**src/rtl/core/r1md_pkg.sv**
```systemverilog
`timescale 1ns / 1ps
`default_nettype none
package r1md_pkg;

	// payload widths
	localparam int TAG_W   = 6;
	localparam int KIND_W  = 3;
	localparam int OFF_W   = 48;
	localparam int BLK_W   = 32;
	localparam int ACC_W   = 4;
	localparam int CNT_W   = 3;
	localparam int CC_W    = 3;
	localparam int CHILD_W = 2;

	// defaults for the top level parameters
	localparam int DEF_MAX_CHILDREN = 4;
	localparam int DEF_TAG_COUNT    = 64;

	localparam logic [CC_W-1:0] CC_RESET = 3'd2;

	// request types
	localparam logic REQ_SUBMIT = 1'b0;
	localparam logic REQ_CPL    = 1'b1;

	// io kinds
	localparam logic [KIND_W-1:0] KIND_READ  = 3'd0;
	localparam logic [KIND_W-1:0] KIND_WRITE = 3'd1;
	localparam logic [KIND_W-1:0] KIND_WZERO = 3'd2;
	localparam logic [KIND_W-1:0] KIND_UNMAP = 3'd3;
	localparam logic [KIND_W-1:0] KIND_FLUSH = 3'd4;
	localparam logic [KIND_W-1:0] KIND_RESET = 3'd5;

	// result kinds
	localparam logic RES_CMD = 1'b0;
	localparam logic RES_CPL = 1'b1;

	// parent status
	localparam logic ST_OK   = 1'b0;
	localparam logic ST_FAIL = 1'b1;

endpackage
`default_nettype wire

```
**src/rtl/core/raid1_mirror_dispatcher_core.sv**
```systemverilog
`timescale 1ns / 1ps
`default_nettype none
// channel   handshake              payload
// in        in_valid / in_ready    req_type io_kind tag in_offset in_blocks
//                                  accept_mask success
// out       out_valid / out_ready  result_kind child_index cmd_kind out_tag
//                                  out_offset out_blocks status last
// cfg       cfg_valid / cfg_ready  cfg_data (child_count)
//
// a submit gives one command word per child (up to 4 for a four-way mirrored write)
// or else a parent completion; a completion answers only when it ends the parent.
// completions do a read-modify-write of the per-tag count memory (one read
// port, one write port, read data registered) before the next word is taken.
// after reset a clearing pass writes zero to all TAG_COUNT count entries, one a
// cycle; in_ready stays low until the pass is done. cfg is always ready.
// the output register lets the next input word be taken while a result waits.
module raid1_mirror_dispatcher_core #(
	parameter int MAX_CHILDREN = r1md_pkg::DEF_MAX_CHILDREN,
	parameter int TAG_COUNT    = r1md_pkg::DEF_TAG_COUNT
) (
	input  wire logic                           clk,
	input  wire logic                           arst_n,
	// configuration
	input  wire logic                           cfg_valid,
	output logic                                cfg_ready,
	input  wire logic [r1md_pkg::CC_W-1:0]      cfg_data,
	// input word
	input  wire logic                           in_valid,
	output logic                                in_ready,
	input  wire logic                           req_type,
	input  wire logic [r1md_pkg::KIND_W-1:0]    io_kind,
	input  wire logic [r1md_pkg::TAG_W-1:0]     tag,
	input  wire logic [r1md_pkg::OFF_W-1:0]     in_offset,
	input  wire logic [r1md_pkg::BLK_W-1:0]     in_blocks,
	input  wire logic [r1md_pkg::ACC_W-1:0]     accept_mask,
	input  wire logic                           success,
	// result word
	output logic                                out_valid,
	input  wire logic                           out_ready,
	output logic                                result_kind,
	output logic      [r1md_pkg::CHILD_W-1:0]   child_index,
	output logic      [r1md_pkg::KIND_W-1:0]    cmd_kind,
	output logic      [r1md_pkg::TAG_W-1:0]     out_tag,
	output logic      [r1md_pkg::OFF_W-1:0]     out_offset,
	output logic      [r1md_pkg::BLK_W-1:0]     out_blocks,
	output logic                                status,
	output logic                                last
);

	localparam int SLOT_W   = $clog2(TAG_COUNT);
	localparam int TAG_VALS = 2 ** r1md_pkg::TAG_W;

	logic [r1md_pkg::CC_W-1:0]  cc_q;
	logic [r1md_pkg::CC_W-1:0]  n_act;
	logic                       clr_busy_q;
	logic [SLOT_W-1:0]          clr_addr_q;
	logic [SLOT_W-1:0]          slot_lut [TAG_VALS];
	logic [SLOT_W-1:0]          slot;

	logic                       eng_rd_en;
	logic [SLOT_W-1:0]          eng_rd_addr;
	logic                       eng_wr_en;
	logic [SLOT_W-1:0]          eng_wr_addr;
	logic [r1md_pkg::CNT_W-1:0] eng_wr_data;
	logic [r1md_pkg::CNT_W-1:0] mem_rd_data;
	logic                       mem_wr_en;
	logic [SLOT_W-1:0]          mem_wr_addr;
	logic [r1md_pkg::CNT_W-1:0] mem_wr_data;

	// configuration register
	assign cfg_ready = 1'b1;

	always_ff @(posedge clk or negedge arst_n) begin
		if (!arst_n) begin
			cc_q <= r1md_pkg::CC_RESET;
		end else if (cfg_valid && cfg_ready) begin
			cc_q <= cfg_data;
		end
	end

	// zero means one child, anything above the build limit is clamped
	always_comb begin
		if (cc_q == '0) begin
			n_act = 3'd1;
		end else if (4'(cc_q) > 4'(MAX_CHILDREN)) begin
			n_act = 3'(MAX_CHILDREN);
		end else begin
			n_act = cc_q;
		end
	end

	// tag to count slot, fixed table
	for (genvar g = 0; g < TAG_VALS; g++) begin : g_slot
		assign slot_lut[g] = SLOT_W'(g % TAG_COUNT);
	end
	assign slot = slot_lut[tag];

	// clearing pass over the count memory after reset
	always_ff @(posedge clk or negedge arst_n) begin
		if (!arst_n) begin
			clr_busy_q <= 1'b1;
			clr_addr_q <= '0;
		end else if (clr_busy_q) begin
			clr_addr_q <= clr_addr_q + SLOT_W'(1);
			if (clr_addr_q == SLOT_W'(TAG_COUNT - 1)) begin
				clr_busy_q <= 1'b0;
			end
		end
	end

	assign mem_wr_en   = clr_busy_q || eng_wr_en;
	assign mem_wr_addr = clr_busy_q ? clr_addr_q : eng_wr_addr;
	assign mem_wr_data = clr_busy_q ? '0 : eng_wr_data;

	r1md_cnt_mem #(
		.DEPTH  (TAG_COUNT),
		.ADDR_W (SLOT_W)
	) u_mem (
		.clk     (clk),
		.wr_en   (mem_wr_en),
		.wr_addr (mem_wr_addr),
		.wr_data (mem_wr_data),
		.rd_en   (eng_rd_en),
		.rd_addr (eng_rd_addr),
		.rd_data (mem_rd_data)
	);

	r1md_engine #(
		.MAX_CHILDREN (MAX_CHILDREN),
		.SLOT_W       (SLOT_W)
	) u_engine (
		.clk           (clk),
		.arst_n        (arst_n),
		.enable        (!clr_busy_q),
		.n_act         (n_act),
		.in_valid      (in_valid),
		.in_ready      (in_ready),
		.req_type      (req_type),
		.io_kind       (io_kind),
		.tag           (tag),
		.slot          (slot),
		.in_offset     (in_offset),
		.in_blocks     (in_blocks),
		.accept_mask   (accept_mask),
		.success       (success),
		.rd_en         (eng_rd_en),
		.rd_addr       (eng_rd_addr),
		.rd_data       (mem_rd_data),
		.wr_en         (eng_wr_en),
		.wr_addr       (eng_wr_addr),
		.wr_data       (eng_wr_data),
		.out_valid     (out_valid),
		.out_ready     (out_ready),
		.result_kind   (result_kind),
		.child_index   (child_index),
		.cmd_kind      (cmd_kind),
		.out_tag       (out_tag),
		.out_offset    (out_offset),
		.out_blocks    (out_blocks),
		.status        (status),
		.last          (last)
	);

	// no word is taken while the clearing pass owns the memory
	a_clr_blocks_in: assert property (@(posedge clk) disable iff (!arst_n)
		clr_busy_q |-> !in_ready)
		else $error("input taken during count clear");

	a_clr_no_eng_wr: assert property (@(posedge clk) disable iff (!arst_n)
		clr_busy_q |-> !eng_wr_en)
		else $error("engine write during count clear");

	// a submit always yields a result, so the engine is busy right after
	a_submit_busy: assert property (@(posedge clk) disable iff (!arst_n)
		(in_valid && in_ready && (req_type == r1md_pkg::REQ_SUBMIT)) |=> !in_ready)
		else $error("submit finished without a result");

	// memory read and write never overlap for the engine
	a_no_rd_wr: assert property (@(posedge clk) disable iff (!arst_n)
		eng_rd_en |-> !eng_wr_en)
		else $error("count read and write in one cycle");

endmodule
`default_nettype wire

```
**src/rtl/core/r1md_cnt_mem.sv**
```systemverilog
`timescale 1ns / 1ps
`default_nettype none
module r1md_cnt_mem #(
	parameter int DEPTH  = r1md_pkg::DEF_TAG_COUNT,
	parameter int ADDR_W = $clog2(r1md_pkg::DEF_TAG_COUNT)
) (
	input  wire logic                         clk,
	input  wire logic                         wr_en,
	input  wire logic [ADDR_W-1:0]            wr_addr,
	input  wire logic [r1md_pkg::CNT_W-1:0]   wr_data,
	input  wire logic                         rd_en,
	input  wire logic [ADDR_W-1:0]            rd_addr,
	output logic      [r1md_pkg::CNT_W-1:0]   rd_data
);

	logic [r1md_pkg::CNT_W-1:0] mem [DEPTH];

	always_ff @(posedge clk) begin
		if (wr_en) begin
			mem[wr_addr] <= wr_data;
		end
	end

	always_ff @(posedge clk) begin
		if (rd_en) begin
			rd_data <= mem[rd_addr];
		end
	end

endmodule
`default_nettype wire

```
**src/rtl/core/r1md_engine.sv**
```systemverilog
`timescale 1ns / 1ps
`default_nettype none
module r1md_engine #(
	parameter int MAX_CHILDREN = r1md_pkg::DEF_MAX_CHILDREN,
	parameter int SLOT_W       = $clog2(r1md_pkg::DEF_TAG_COUNT)
) (
	input  wire logic                           clk,
	input  wire logic                           arst_n,
	input  wire logic                           enable,
	input  wire logic [r1md_pkg::CC_W-1:0]      n_act,
	// input word
	input  wire logic                           in_valid,
	output logic                                in_ready,
	input  wire logic                           req_type,
	input  wire logic [r1md_pkg::KIND_W-1:0]    io_kind,
	input  wire logic [r1md_pkg::TAG_W-1:0]     tag,
	input  wire logic [SLOT_W-1:0]              slot,
	input  wire logic [r1md_pkg::OFF_W-1:0]     in_offset,
	input  wire logic [r1md_pkg::BLK_W-1:0]     in_blocks,
	input  wire logic [r1md_pkg::ACC_W-1:0]     accept_mask,
	input  wire logic                           success,
	// count memory
	output logic                                rd_en,
	output logic      [SLOT_W-1:0]              rd_addr,
	input  wire logic [r1md_pkg::CNT_W-1:0]     rd_data,
	output logic                                wr_en,
	output logic      [SLOT_W-1:0]              wr_addr,
	output logic      [r1md_pkg::CNT_W-1:0]     wr_data,
	// result word
	output logic                                out_valid,
	input  wire logic                           out_ready,
	output logic                                result_kind,
	output logic      [r1md_pkg::CHILD_W-1:0]   child_index,
	output logic      [r1md_pkg::KIND_W-1:0]    cmd_kind,
	output logic      [r1md_pkg::TAG_W-1:0]     out_tag,
	output logic      [r1md_pkg::OFF_W-1:0]     out_offset,
	output logic      [r1md_pkg::BLK_W-1:0]     out_blocks,
	output logic                                status,
	output logic                                last
);

	localparam int RP_W = $clog2(MAX_CHILDREN);

	typedef enum logic [3:0] {
		S_IDLE = 4'b0001,
		S_READ = 4'b0010,
		S_CMD  = 4'b0100,
		S_CPL  = 4'b1000
	} state_t;

	state_t                        state_q;
	logic [RP_W-1:0]               rp_q;
	logic [SLOT_W-1:0]             slot_q;
	logic [r1md_pkg::TAG_W-1:0]    tag_q;
	logic [r1md_pkg::KIND_W-1:0]   kind_q;
	logic [r1md_pkg::OFF_W-1:0]    off_q;
	logic [r1md_pkg::BLK_W-1:0]    blk_q;
	logic [r1md_pkg::ACC_W-1:0]    mask_q;
	logic                          status_q;

	logic                          out_valid_q;
	logic                          res_kind_q;
	logic [r1md_pkg::CHILD_W-1:0]  child_q;
	logic [r1md_pkg::KIND_W-1:0]   cmd_q;
	logic [r1md_pkg::TAG_W-1:0]    otag_q;
	logic [r1md_pkg::OFF_W-1:0]    ooff_q;
	logic [r1md_pkg::BLK_W-1:0]    oblk_q;
	logic                          ostat_q;
	logic                          olast_q;

	logic                          fire;
	logic                          out_free;
	logic [2:0]                    rp3;
	logic [2:0]                    idx3;
	logic [2:0]                    rp_next;
	logic                          read_ok;
	logic [r1md_pkg::ACC_W-1:0]    act_mask;
	logic [r1md_pkg::ACC_W-1:0]    eff_mask;
	logic [r1md_pkg::ACC_W-1:0]    sub_mask;
	logic [r1md_pkg::CNT_W-1:0]    sub_cnt;
	logic                          is_reset;
	logic [r1md_pkg::CHILD_W-1:0]  low_child;
	logic                          mask_single;

	assign in_ready = enable && (state_q == S_IDLE);
	assign fire     = in_valid && in_ready;
	assign out_free = !out_valid_q || out_ready;

	// read pointer: a stale pointer past the child count falls back to child 0
	assign rp3     = 3'(rp_q);
	assign idx3    = (rp3 >= n_act) ? 3'd0 : rp3;
	assign rp_next = ((idx3 + 3'd1) == n_act) ? 3'd0 : (idx3 + 3'd1);
	assign read_ok = (idx3 < 3'd4) && accept_mask[idx3[1:0]];

	always_comb begin
		for (int i = 0; i < r1md_pkg::ACC_W; i++) begin
			act_mask[i] = (3'(i) < n_act);
		end
	end

	assign eff_mask = accept_mask & act_mask;
	assign is_reset = (io_kind == r1md_pkg::KIND_RESET);

	always_comb begin
		unique case (io_kind) inside
			r1md_pkg::KIND_READ: begin
				sub_mask = read_ok ? (4'b0001 << idx3[1:0]) : '0;
				sub_cnt  = read_ok ? 3'd1 : 3'd0;
			end
			r1md_pkg::KIND_WRITE, r1md_pkg::KIND_WZERO, r1md_pkg::KIND_UNMAP,
			r1md_pkg::KIND_FLUSH, r1md_pkg::KIND_RESET: begin
				sub_mask = eff_mask;
				sub_cnt  = 3'(eff_mask[0]) + 3'(eff_mask[1])
					+ 3'(eff_mask[2]) + 3'(eff_mask[3]);
			end
			default: begin
				sub_mask = '0;
				sub_cnt  = '0;
			end
		endcase
	end

	// lowest pending child goes out first
	always_comb begin
		if (mask_q[0]) begin
			low_child = 2'd0;
		end else if (mask_q[1]) begin
			low_child = 2'd1;
		end else if (mask_q[2]) begin
			low_child = 2'd2;
		end else begin
			low_child = 2'd3;
		end
	end

	assign mask_single = ((mask_q & (mask_q - 4'd1)) == '0);

	// completions read the count at accept and write it back in S_READ;
	// the next word is taken only after that write lands
	assign rd_en   = fire && (req_type == r1md_pkg::REQ_CPL);
	assign rd_addr = slot;

	always_comb begin
		wr_en   = 1'b0;
		wr_addr = slot;
		wr_data = sub_cnt;
		if (state_q == S_READ) begin
			wr_en   = (rd_data != '0);
			wr_addr = slot_q;
			wr_data = rd_data - 3'd1;
		end else if (fire && (req_type == r1md_pkg::REQ_SUBMIT)) begin
			wr_en = 1'b1;
		end
	end

	always_ff @(posedge clk or negedge arst_n) begin
		if (!arst_n) begin
			state_q <= S_IDLE;
			rp_q    <= '0;
		end else begin
			unique case (state_q)
				S_IDLE: begin
					if (fire) begin
						if (req_type == r1md_pkg::REQ_CPL) begin
							state_q <= S_READ;
						end else if (sub_mask != '0) begin
							state_q <= S_CMD;
						end else begin
							state_q <= S_CPL;
						end
						if ((req_type == r1md_pkg::REQ_SUBMIT)
							&& (io_kind == r1md_pkg::KIND_READ)) begin
							rp_q <= RP_W'(rp_next);
						end
					end
				end
				S_READ: begin
					state_q <= (rd_data == 3'd1) ? S_CPL : S_IDLE;
				end
				S_CMD: begin
					if (out_free && mask_single) begin
						state_q <= S_IDLE;
					end
				end
				S_CPL: begin
					if (out_free) begin
						state_q <= S_IDLE;
					end
				end
				default: begin
					state_q <= S_IDLE;
				end
			endcase
		end
	end

	always_ff @(posedge clk) begin
		if (fire) begin
			slot_q   <= slot;
			tag_q    <= tag;
			kind_q   <= io_kind;
			off_q    <= is_reset ? '0 : in_offset;
			blk_q    <= is_reset ? '0 : in_blocks;
			mask_q   <= sub_mask;
			status_q <= (req_type == r1md_pkg::REQ_CPL) ? !success : r1md_pkg::ST_FAIL;
		end else if ((state_q == S_CMD) && out_free) begin
			mask_q <= mask_q & (mask_q - 4'd1);
		end
	end

	always_ff @(posedge clk or negedge arst_n) begin
		if (!arst_n) begin
			out_valid_q <= 1'b0;
		end else if (((state_q == S_CMD) || (state_q == S_CPL)) && out_free) begin
			out_valid_q <= 1'b1;
		end else if (out_ready) begin
			out_valid_q <= 1'b0;
		end
	end

	always_ff @(posedge clk) begin
		if ((state_q == S_CMD) && out_free) begin
			res_kind_q <= r1md_pkg::RES_CMD;
			child_q    <= low_child;
			cmd_q      <= kind_q;
			otag_q     <= tag_q;
			ooff_q     <= off_q;
			oblk_q     <= blk_q;
			ostat_q    <= r1md_pkg::ST_OK;
			olast_q    <= mask_single;
		end else if ((state_q == S_CPL) && out_free) begin
			res_kind_q <= r1md_pkg::RES_CPL;
			child_q    <= '0;
			cmd_q      <= '0;
			otag_q     <= tag_q;
			ooff_q     <= '0;
			oblk_q     <= '0;
			ostat_q    <= status_q;
			olast_q    <= 1'b1;
		end
	end

	assign out_valid   = out_valid_q;
	assign result_kind = res_kind_q;
	assign child_index = child_q;
	assign cmd_kind    = cmd_q;
	assign out_tag     = otag_q;
	assign out_offset  = ooff_q;
	assign out_blocks  = oblk_q;
	assign status      = ostat_q;
	assign last        = olast_q;

endmodule
`default_nettype wire

```
**config.mk**
```make
export PLATFORM = sky130hd
export DESIGN_NAME = raid1_mirror_dispatcher_core
export DESIGN_NICKNAME = d
export VERILOG_FILES = /design/src/rtl/core/r1md_pkg.sv /design/src/rtl/core/raid1_mirror_dispatcher_core.sv /design/src/rtl/core/r1md_cnt_mem.sv /design/src/rtl/core/r1md_engine.sv
export SDC_FILE = /design/constraint.sdc
export NUM_CORES = 1
export LEC_CHECK = 0
export ABC_AREA = 1
export BUFFER_PORTS_ARGS = -buffer_cell sky130_fd_sc_hd__buf_2
export CORE_ASPECT_RATIO = 2
export CORE_MARGIN = 2
export CORE_UTILIZATION = 40
export CTS_CLUSTER_DIAMETER = 50
export CTS_CLUSTER_SIZE = 14
export DETAILED_ROUTE_END_ITERATION = 12
export PLACE_DENSITY = 0.55
export SYNTH_ARGS = -nofsm -noshare
export SYNTH_HDL_FRONTEND = slang
export SYNTH_SLANG_ARGS = --single-unit
```
**constraint.sdc**
```tcl
create_clock -name clk -period 9.59 [get_ports clk]
set_input_delay 0 -clock clk [delete_from_list [all_inputs] [get_ports clk]]
set_output_delay 0 -clock clk [all_outputs]
set_load 0.01 [all_outputs]
```
==> results of run 1 <==
## critical path: cells and delay by family, from the launching register on
family          cells  cell delay (ps)
buf+inv             4              760
simple gates        7              670
compound gates      2              460
fa+ha+maj           1              300
flops               1              540
## metrics by stage
step                      instance area, µm²  utilization [%]  std cells  hold WS [ps]  worst slack [ps]
after floorplan                        16700                -       1446          -296              5570
after global placement                 18200             44.2       2128         -32.8              6620
after detailed placement               18200             44.2       2128         -33.9              6580
after CTS                              20200             49.1       2285          25.8              6550
after global routing                   20200             49.1       2285          60.1              6310
final                                  20200             49.1       2285          39.5              6470
## cell usage in the layout (no fill, tap or decap), types with 22 or more instances in the layout
master           n
clkbuf_16       35
edfxtp_1       381
o22ai_1         48
inv_1          210
o21ai_0        124
nand2_1        103
nand3_1         22
buf_2          198
nor2_1         355
dlygate4sd3_1  100
## cell type report
cell class	instances	area [µm²]
clock buffers	54	947
fillers	3655	20900
clock inverters	3	42.5
repair buffers	308	2070
multi-input cells	761	3690
flip-flops and latches	400	11900
well taps	535	669
inverters	224	848
## per-layer routing
metal  vias up  track usage [%]  part of all wire, %
met5         -                0                    0
met4         0             9.11                  4.7
met3        96             2.35                  5.0
met2       351             36.5                   54
met1      5388             19.2                   36
li1       5379                -                    -
## how the worst max path moves through the flow
stage | end | cells after the start
CTS | u_mem.mem[48][0] | 10
global placement | u_mem.mem[49][0] | 14
detailed placement | u_mem.mem[32][0] | 14
finish | u_mem.mem[37][0] | 14
global route | u_mem.mem[37][0] | 14
floorplan | u_mem.mem[0][0] | 9
## power by group through the flow
stage          clock, mW  sequential [mW]  combinational [mW]
3_5_place_dp           0             2.24               0.608
3_3_place_gp           0             2.24               0.603
6_report            1.30             2.20               0.638
4_1_cts             1.34             2.20               0.645
2_1_floorplan          0             2.27               0.352
5_1_grt             1.40             2.21               0.712
## cells by family (layout without fill, tap and decap cells)
| logic type | Yosys count | after routing |
|---|---|---|
| AOI/OAI and AO/OA | 214 | 214 |
| DFF | 400 | 400 |
| adders and majority gates | 11 | 11 |
| other | 1 | 1 |
| buffers and inverters | 285 | 589 |
| and+or+nand+nor | 529 | 529 |
| xor gates and xnor gates | 6 | 6 |
## state kept, by name, indices dropped and copies added, names as in the netlist, 2 cells and up
signal	count
clr_addr_q	6
u_engine.tag_q	6
u_engine.child_index	2
u_engine.out_offset	48
u_engine.blk_q	32
u_engine.state_q	4
u_engine.cmd_kind	3
u_engine.kind_q	3
u_engine.off_q	48
u_mem.rd_data	3
u_engine.out_blocks	32
u_engine.out_tag	6
u_engine.mask_q	4
cc_q	3
u_engine.rp_q	2
u_mem.mem	192
## repair_timing
action | CTS | global route
resized for setup | 0 | 0
hold endpoints to repair | 122 | 0
hold buffers | 100 | 0
==> results.md, run 1 <==
- Slew margin rel.: 32.9%
- Post-synth top area cell: edfxtp_1
- Fin crit share: 32.5%
- Adder and majority gate portion of the synthesized area: 0.871%
- Chip width: about 150 µm
- Top cells by area, synth: edfxtp_1, nor2_1, inv_1, o21ai_0, nand2_1
- Antenna cells: 0
- EDFF count, synth: 381
- Clk pwr share: around a third
- Leakage: 8.00 nW
- # Post-CTS Setup Buffers: 0
- Crit Path Class: register to register
- Number of buffers added on ports: ~200
- Count leader, synth: edfxtp_1
- Hold Path End: u_engine.state_q[3]
- First-pass DRT Iterations: 5
- Final slew viol count: 0
- Synth Area in Compound Gates: 7.29%
- Largest net degree at the start of global routing: between 90 and 100
- Reg2reg end: u_mem.mem[37][0]
- Crit path max-delay cell type: buf_4
- Power share of the combinational group: 15.4%
- Outcome: complete, no violations
- CTS HTree Levels: 2
- Post-DP HPWL: between 20,000 and 30,000 µm
- Fin Setup TNS: 0 ps
- Area grow syn2layout: 21.1%
- Syn avg cell area: between 10 and 15 µm²
- Hold Fails Final Rpt: 0
- Max IR drop VDD: 107 µV
- Slowest cell delay on critical path: approximately 570 ps
- Vias: 11,200
- Worst path cell trace: inv_1 > o21ai_0 > inv_1 > ha_1 > inv_1 > nand2_1 > nand2_1 > nand2_1 > nand2_1 > nand3_1 > nand3_1 > nand3_1 > a31oi_4 > buf_4
- Internal power: 3.05 mW
- Tot Pwr: between 4 and 5 mW
- NetSw: 1.09 mW
- GP Congestion: roughly 0.9
- CORE AREA: 0.0411 mm²
- FF-to-FF setup slack: 6470 ps
- Starting density of the core: 40.5%
- Crit start category: register
- Worst Tran Pin Value: 1010 ps
- IO Pins: 200
- Critical path's most frequent cell: nand2_1
- Initial antenna violation count: 0
- Worst-path fanout max: 64
- Synthesized area: around 0.017 mm²
- Cts bufs inserted: 34
- Post-synthesis cell count: 1,446
- CTS clk-pin slew, worst paths: approximately 70 ps
- RSZ-0062 raised after global routing: no
- Nets: 1,843
- Total clock sinks: 400
- Most frequent cells after synthesis: edfxtp_1, nor2_1, inv_1
- Setup crit end kind: register
- Die span in y: 293 µm
- Clock buffer depth: 3
- Iteration-0 DRC Markers: 546
- Routed Wire Length: 41,000 µm
- Reg2reg start: cc_q[1]
- DR WL/cell: 18.0 µm
- Simple-gate area share of the yosys netlist: 13.3%
- Crit path launch: cc_q[1]
- Cell variety after synth: 45
- Cell row count: 105
- Sw Ratio: 26.4%
- Grt total ovfl: 0
- CTS tree: yes
- First-pass GRT wire length: between 60,000 and 70,000 µm
- Vias per cell: 4.91
- Max_cap viols: 0
- Synth top area share: between 60 and 70%
- Antenna Nets Post-Route: 0
- Hold_sp: accept_mask[0]
- Flops & latches, synth: 400
- Skew-Pair Late Insertion Delay: 530 ps
- YS warnings: 0
- Number of global-route vias before repair: around 12,000
- Worst EP arrival: 3320 ps
- Clock Skew: 15.6 ps
- Register-to-Register Path Depth: 14
- Req. time, crit path: 9800 ps
- Peak Freq: roughly 320 MHz
- Mux contribution to synthesized area: 0%
- DRC errors left: 0
- Period minus WS final: 3120 ps
- Synth Net Count: 1,560
- Main combinational cell family by area after synthesis: simple AND/OR/NAND/NOR gates
- Synth Flop Type: edfxtp_1
- XOR/XNOR Fraction of Synth Area: less than 1%
- WHS Path Cells: 6
- Synth async-reset ratio: 4.25%
- Worst min-delay path class: input pin to register
- Root Driver: clkbuf_16
- Total GRT Usage: between 10% and 20%
- PwrDens: 205 mW/mm²
- Die area: 0.0434 mm²
- Sequential power share: 53.2%
- Final setup vio count: 0
- Layout cells sized above 1: 17.4%
- Sequential area share after synthesis: 71.5%
(Power assumes the default switching activity.)
==> run 2, diff against run 1 <==
==> constraint.sdc (replaced) <==
create_clock -name clk -period 3.1 [get_ports clk]
set_input_delay 0 -clock clk [delete_from_list [all_inputs] [get_ports clk]]
set_output_delay 0 -clock clk [all_outputs]
set_load 0.01 [all_outputs]
==> results.md, run 2 (synthesized netlist as in run 1, its figures left out) <==
- Crit start category: register
- Layout cells sized above 1: 18.0% (+0.64 points)
- Worst EP arrival: 2960 ps (-360 ps)
- Antenna Nets Post-Route: 0 (unchanged)
- Area grow syn2layout: 22.1%
- PwrDens: 631 mW/mm² (+210%)
- Iteration-0 DRC Markers: 606 (+11%)
- Worst-path fanout max: 64 (unchanged)
- Root Driver: clkbuf_16
- Max FFs per register: 192 (unchanged)
- Setup crit end kind: register
- Largest net degree at the start of global routing: 81 (-16%)
- Total clock sinks: 400 (unchanged)
- Critical path's most frequent cell: nand3_1
- Fin Setup TNS: 0 ps (unchanged)
- Placed cell area: 0.0184 mm² (+0.92%)
- Multi-input logic area: 0.00369 mm² (unchanged)
- Clock buffer depth: 3 (unchanged)
- Crit path max-delay cell type: dfstp_2
- Fin area: 0.0203 mm² (+0.86%)
- CTS clk-pin slew, worst paths: 70 ps (about the same)
- Cell row count: 105 (unchanged)
- Starting density of the core: 40.5% (unchanged)
- DRC errors left: 0 (unchanged)
- Buf/Inv on CP: 3 (-1)
- Slowest cell delay on critical path: 540 ps (-30 ps)
- Skew-Pair Late Insertion Delay: 530 ps (about the same)
- Total GRT Usage: 19.0% (+0.24 points)
- CTS HTree Levels: 2 (unchanged)
- Outcome: complete, no violations
- Initial antenna violation count: 2 (+2)
- First-pass DRT Iterations: 5 (unchanged)
- GRT met3 Usage: 2.65% (+0.30 points)
- Met1 GRT Util: 19.1% (-0.17 points)
- Slew margin rel.: 41.3% (+8.4 points)
- RSZ-0062 raised after global routing: no
- Critical path's top delay family: simple AND/OR/NAND/NOR gates
- Die span in y: 293 µm (unchanged)
- Number of buffers added on ports: 198 (unchanged)
- Max_cap viols: 0 (unchanged)
- DR WL/cell: 18.1 µm (+0.66%)
- Post-DP HPWL: 28,500 µm (+6.8%)
- GR peak layer: met2
- Peak Freq: 379 MHz (+18%)
- Final slew viol count: 0 (unchanged)
- Met2 Usage GRT: 36.4% (-0.14 points)
- Chip width: 148 µm (unchanged)
- Routed Wire Length: 41,500 µm (+1.2%)
- Clock Skew: 11.2 ps (-4.46 ps)
- Number of global-route vias before repair: 11,700 (+0.094%)
- Crit Path Class: register to register
- Grt total ovfl: 0 (unchanged)
- Nets: 1,854 (+0.60%)
- Die area: 0.0434 mm² (unchanged)
- Register area: 0.0119 mm² (unchanged)
- CTS tree: yes
- Worst path cell trace: inv_1 > o21ai_0 > inv_1 > ha_1 > nand3_1 > nand4_1 > nand3_1 > nand3_1 > a31oi_4 > buf_12
- First-pass GRT wire length: 62,300 µm (unchanged)
- Max IR drop VDD: 338 µV (+220%)
- IO Pins: 200 (unchanged)
- FILL cells: 3,675 (+0.55%)
- CORE AREA: 0.0411 mm² (unchanged)
- Vias: 11,300 (+0.36%)
- Most common cell after layout, fill and taps aside: edfxtp_1
- Period minus WS final: 2640 ps (-478 ps)
- Fin crit share: 85.1% (+53 points)
- GP Congestion: 0.897 (+2.2%)
- Hold Fails Final Rpt: 0 (unchanged)
- Req. time, crit path: 3420 ps (-6380 ps)
- Cts bufs inserted: 34 (unchanged)
- Commonest non-fill, non-tap cells in the layout: edfxtp_1, nor2_1, inv_1
- Reg with most FFs: u_mem.mem
- Leakage: 8.08 nW (+0.97%)
- Vias per cell: 4.90 (-0.17%)
- Worst min-delay path class: input pin to register
- Worst Tran Pin Value: 881 ps (-126 ps)
- Final setup vio count: 0 (unchanged)
## run 2: cell types whose count changed in the layout (fill, tap and decap cells not counted), sizes merged
cell / before / now
buf: 208 / 220
bufinv: 1 / 0
clkbuf: 54 / 55
clkinv: 1 / 0
clkinvlp: 0 / 2
diode: 0 / 2
dlygate4sd3: 100 / 99
inv: 225 / 223
## run 2: area by class of cell
type                    instances  share of cell area (%)
flip-flops and latches        400                    58.5
multi-input cells             761                    18.1
repair buffers                319                    10.9
clock buffers                  55                    4.88
inverters                     224                    4.18
well taps                     535                    3.29
clock inverters                 1                  0.0369
diodes                          2                  0.0246
## run 2: report_power, final
part	leakage, nW	switching [mW]	internal, mW
clock	0.477	1.80	2.19
combinational	3.90	1.40	0.637
sequential	3.70	0.147	6.65
## run 2: worst register-to-register path: stages (launching register included)
cell,delay [ps]
dfstp_2,540
inv_1,60
o21ai_0,200
inv_1,80
ha_1,290
nand3_1,120
nand4_1,220
nand3_1,220
nand3_1,150
a31oi_4,210
buf_12,300
## run 2: per-layer routing
layer	vias to the layer above	wire length (µm)
met5	-	0
met2	357	22500
li1	5404	-
met3	109	1880
met4	0	2440
met1	5384	14700
## run 2: path summary, 6_finish.rpt
path	start	end	slack, ps	cells past startpoint
min in group asynchronous	arst_n	cc_q[1]	110	2
max in group asynchronous	arst_n	clr_addr_q[3]	1800	3
min	tag[2]	u_engine.tag_q[2]	60	1
max reg2reg	cc_q[1]	u_mem.mem[34][0]	460	10
max	cc_q[1]	u_mem.mem[34][0]	460	10
min reg2reg	clr_addr_q[4]	clr_busy_q	450	1
## run 2: repair_timing
action / CTS / global route
buffers inserted: 0 / 0
hold buffers: 99 / 0
resized for setup: 0 / 0
hold endpoints to repair: 121 / 0
## run 2: per-stage QoR
stage	std cells	utilization (%)	setup slack [ps]	hold slack, ps	power (mW)
floorplan	1446	-	384	-296	8.08
global placement	2140	44.6	535	-39.5	8.85
detailed placement	2140	44.6	466	-33.5	8.89
CTS	2295	49.5	426	23.1	13.0
global route	2297	49.5	203	48.2	13.4
finish	2297	49.5	462	60.8	12.8
==> run 3, diff against run 2 <==
--- a/config.mk
+++ b/config.mk
@@ -6,14 +6,18 @@
 export NUM_CORES = 1
 export LEC_CHECK = 0
 export ABC_AREA = 1
+export ABC_CLOCK_PERIOD_IN_PS = 3100
 export BUFFER_PORTS_ARGS = -buffer_cell sky130_fd_sc_hd__buf_2
+export CELL_PAD_IN_SITES_DETAIL_PLACEMENT = 0
+export CELL_PAD_IN_SITES_GLOBAL_PLACEMENT = 1
 export CORE_ASPECT_RATIO = 2
 export CORE_MARGIN = 2
 export CORE_UTILIZATION = 40
 export CTS_CLUSTER_DIAMETER = 50
 export CTS_CLUSTER_SIZE = 14
 export DETAILED_ROUTE_END_ITERATION = 12
-export PLACE_DENSITY = 0.55
+export PLACE_DENSITY = 0.67
+export SKIP_CTS_REPAIR_TIMING = 1
 export SYNTH_ARGS = -nofsm -noshare
 export SYNTH_HDL_FRONTEND = slang
 export SYNTH_SLANG_ARGS = --single-unit
==> results.md, run 3 (synthesized netlist as in run 1, its figures left out) <==
- Outcome: complete, no violations
- Layout cells sized above 1: 18.0% (about the same)
- Area grow syn2layout: 22.2% (about the same)
- First-pass GRT wire length: 61,300 µm (-1.5%)
- Reg2reg end: u_mem.mem[39][0]
- Reg2reg start: cc_q[1]
- Crit path launch: cc_q[1]
- GP Congestion: 0.887 (-1.0%)
- Slew margin rel.: 38.0% (-3.2 points)
- Number of buffers added on ports: 198 (unchanged)
- Vias: 11,200 (-0.72%)
- Final slew viol count: 0 (unchanged)
- Hold WS: 27.2 ps (-33.6 ps)
- Commonest non-fill, non-tap cells in the layout: edfxtp_1, nor2_1, inv_1
- Cts bufs inserted: 35 (+2.9%)
- Die area: 0.0434 mm² (unchanged)
- Max FFs per register: 192 (unchanged)
- Clock Skew: 22.2 ps (+11.1 ps)
- RSZ-0062 raised after global routing: no
- CTS clk-pin slew, worst paths: 70 ps (about the same)
- Worst Tran Pin Value: 929 ps (+48.5 ps)
- Peak Freq: 383 MHz (+1.0%)
- Place WS: 528 ps (+61.3 ps)
- Cell row count: 105 (unchanged)
- Chip width: 148 µm (unchanged)
- Setup crit end kind: register
- Clock buffer depth: 3 (unchanged)
- Fin crit share: 84.2% (-0.87 points)
- DR WL/cell: 18.2 µm (+0.75%)
- Die span in y: 293 µm (unchanged)
- Total GRT Usage: 18.6% (-0.33 points)
- IO Pins: 200 (unchanged)
- FILL cells: 3,720 (+1.2%)
- Worst EP arrival: 2920 ps (-40 ps)
- Fin Setup TNS: 0 ps (unchanged)
- Crit Path Class: register to register
- Period minus WS final: 2610 ps (-26.9 ps)
- CORE AREA: 0.0411 mm² (unchanged)
- Final setup vio count: 0 (unchanged)
- Worst min-delay path class: input pin to register
- Largest net degree at the start of global routing: 98 (+21%)
- CTS tree: yes
- Most common cell after layout, fill and taps aside: edfxtp_1
- FF-to-FF setup slack: 490 ps (+30 ps)
- Initial antenna violation count: 0 (-2)
- PwrDens: 634 mW/mm² (+0.42%)
- CTS HTree Levels: 2 (unchanged)
- First-pass DRT Iterations: 6 (+1)
- Reg with most FFs: u_mem.mem
- Vias per cell: 4.87 (-0.68%)
- Total clock sinks: 400 (unchanged)
- Iteration-0 DRC Markers: 483 (-20%)
- Req. time, crit path: 3410 ps (about the same)
- Number of global-route vias before repair: 11,100 (-5.2%)
- Worst-path fanout max: 64 (unchanged)
- Final WS setup: 489 ps (+26.9 ps)
- CP endpoint: u_mem.mem[39][0]
- Register-to-Register Path Depth: 10 (unchanged)
- Starting density of the core: 40.5% (unchanged)
- Skew-Pair Late Insertion Delay: 530 ps (about the same)
- Grt total ovfl: 0 (unchanged)
- Antenna cells: 0 (-2)
- Post-DP HPWL: 28,300 µm (-0.73%)
- Max_cap viols: 0 (unchanged)
- DRC errors left: 0 (unchanged)
- Routed Wire Length: 41,800 µm (+0.71%)
- Leakage: 8.08 nW (about the same)
- Nets: 1,854 (unchanged)
- Max IR drop VDD: 354 µV (+4.7%)
- Antenna Nets Post-Route: 0 (unchanged)
- Root Driver: clkbuf_16
- Crit start category: register
- Hold Fails Final Rpt: 0 (unchanged)
==> run 3: cell count changes in the layout (fill, tap and decap cells not counted) <==
cell	change
diode_2	-2
buf_12	-1
buf_4	-1
clkbuf_1	-1
clkbuf_8	+1
clkinv_1	+1
dlygate4sd3_1	+1
inv_8	+1
==> run 3: final cells by class <==
class                           count  area (µm²)  area share (%)
Timing Repair Buffer              318        2200            10.8
Multi-Input combinational cell    761        3690            18.1
Inverter                          224         850            4.17
Clock buffer                       55        1000            4.93
Sequential cell                   400       11900            58.5
Clock inverter                      3        22.5           0.111
Tap cell                          535         669            3.29
==> run 3: how the worst min path moves through the flow <==
stage,startpoint,endpoint,cells past startpoint
2_1_floorplan,arst_n,cc_q[0],0
3_3_place_gp,arst_n,u_engine.rp_q[0],1
3_5_place_dp,arst_n,u_engine.rp_q[0],1
4_1_cts,arst_n,cc_q[0],1
5_1_grt,tag[2],u_engine.tag_q[2],2
6_report,accept_mask[0],u_engine.state_q[3],6
==> run 3: layer usage <==
metal | up-vias | track usage (%) | wire length (µm)
met5 | - | 0 | 0
met4 | 0 | 9.80 | 2250
met3 | 98 | 2.46 | 1490
met2 | 300 | 36.1 | 23200
met1 | 5368 | 19.0 | 14900
li1 | 5407 | - | -
==> run 3: through the flow <==
step                      area (µm²)  power [mW]  utilization, %  instances
after detailed placement       18300        8.89            44.6       2138
after global placement         18300        8.86            44.6       2138
final                          20300        12.9            49.5       2296
after floorplan                16700        8.08               -       1446
after CTS                      19300        13.0            47.1       2196
after global routing           20300        13.5            49.5       2296
==> run 3: critical path, cell delays in order (launching register included) <==
cell and delay [ps]:
dfstp_2 540, inv_1 50, o21ai_0 220, inv_1 70
ha_1 290, nand3_1 130, nand4_1 210, nand3_1 200
nand3_1 140, a31oi_4 200, buf_12 270
==> run 3: where the power goes <==
| group | total [mW] | internal, mW | leakage (nW) | switching [mW] |
|---|---|---|---|---|
| Clock | 4.05 | 2.23 | 0.491 | 1.83 |
| Sequential | 6.80 | 6.66 | 3.70 | 0.146 |
| Combinational | 2.04 | 0.625 | 3.89 | 1.41 |
| Total | 12.9 | 9.51 | 8.08 | 3.38 |
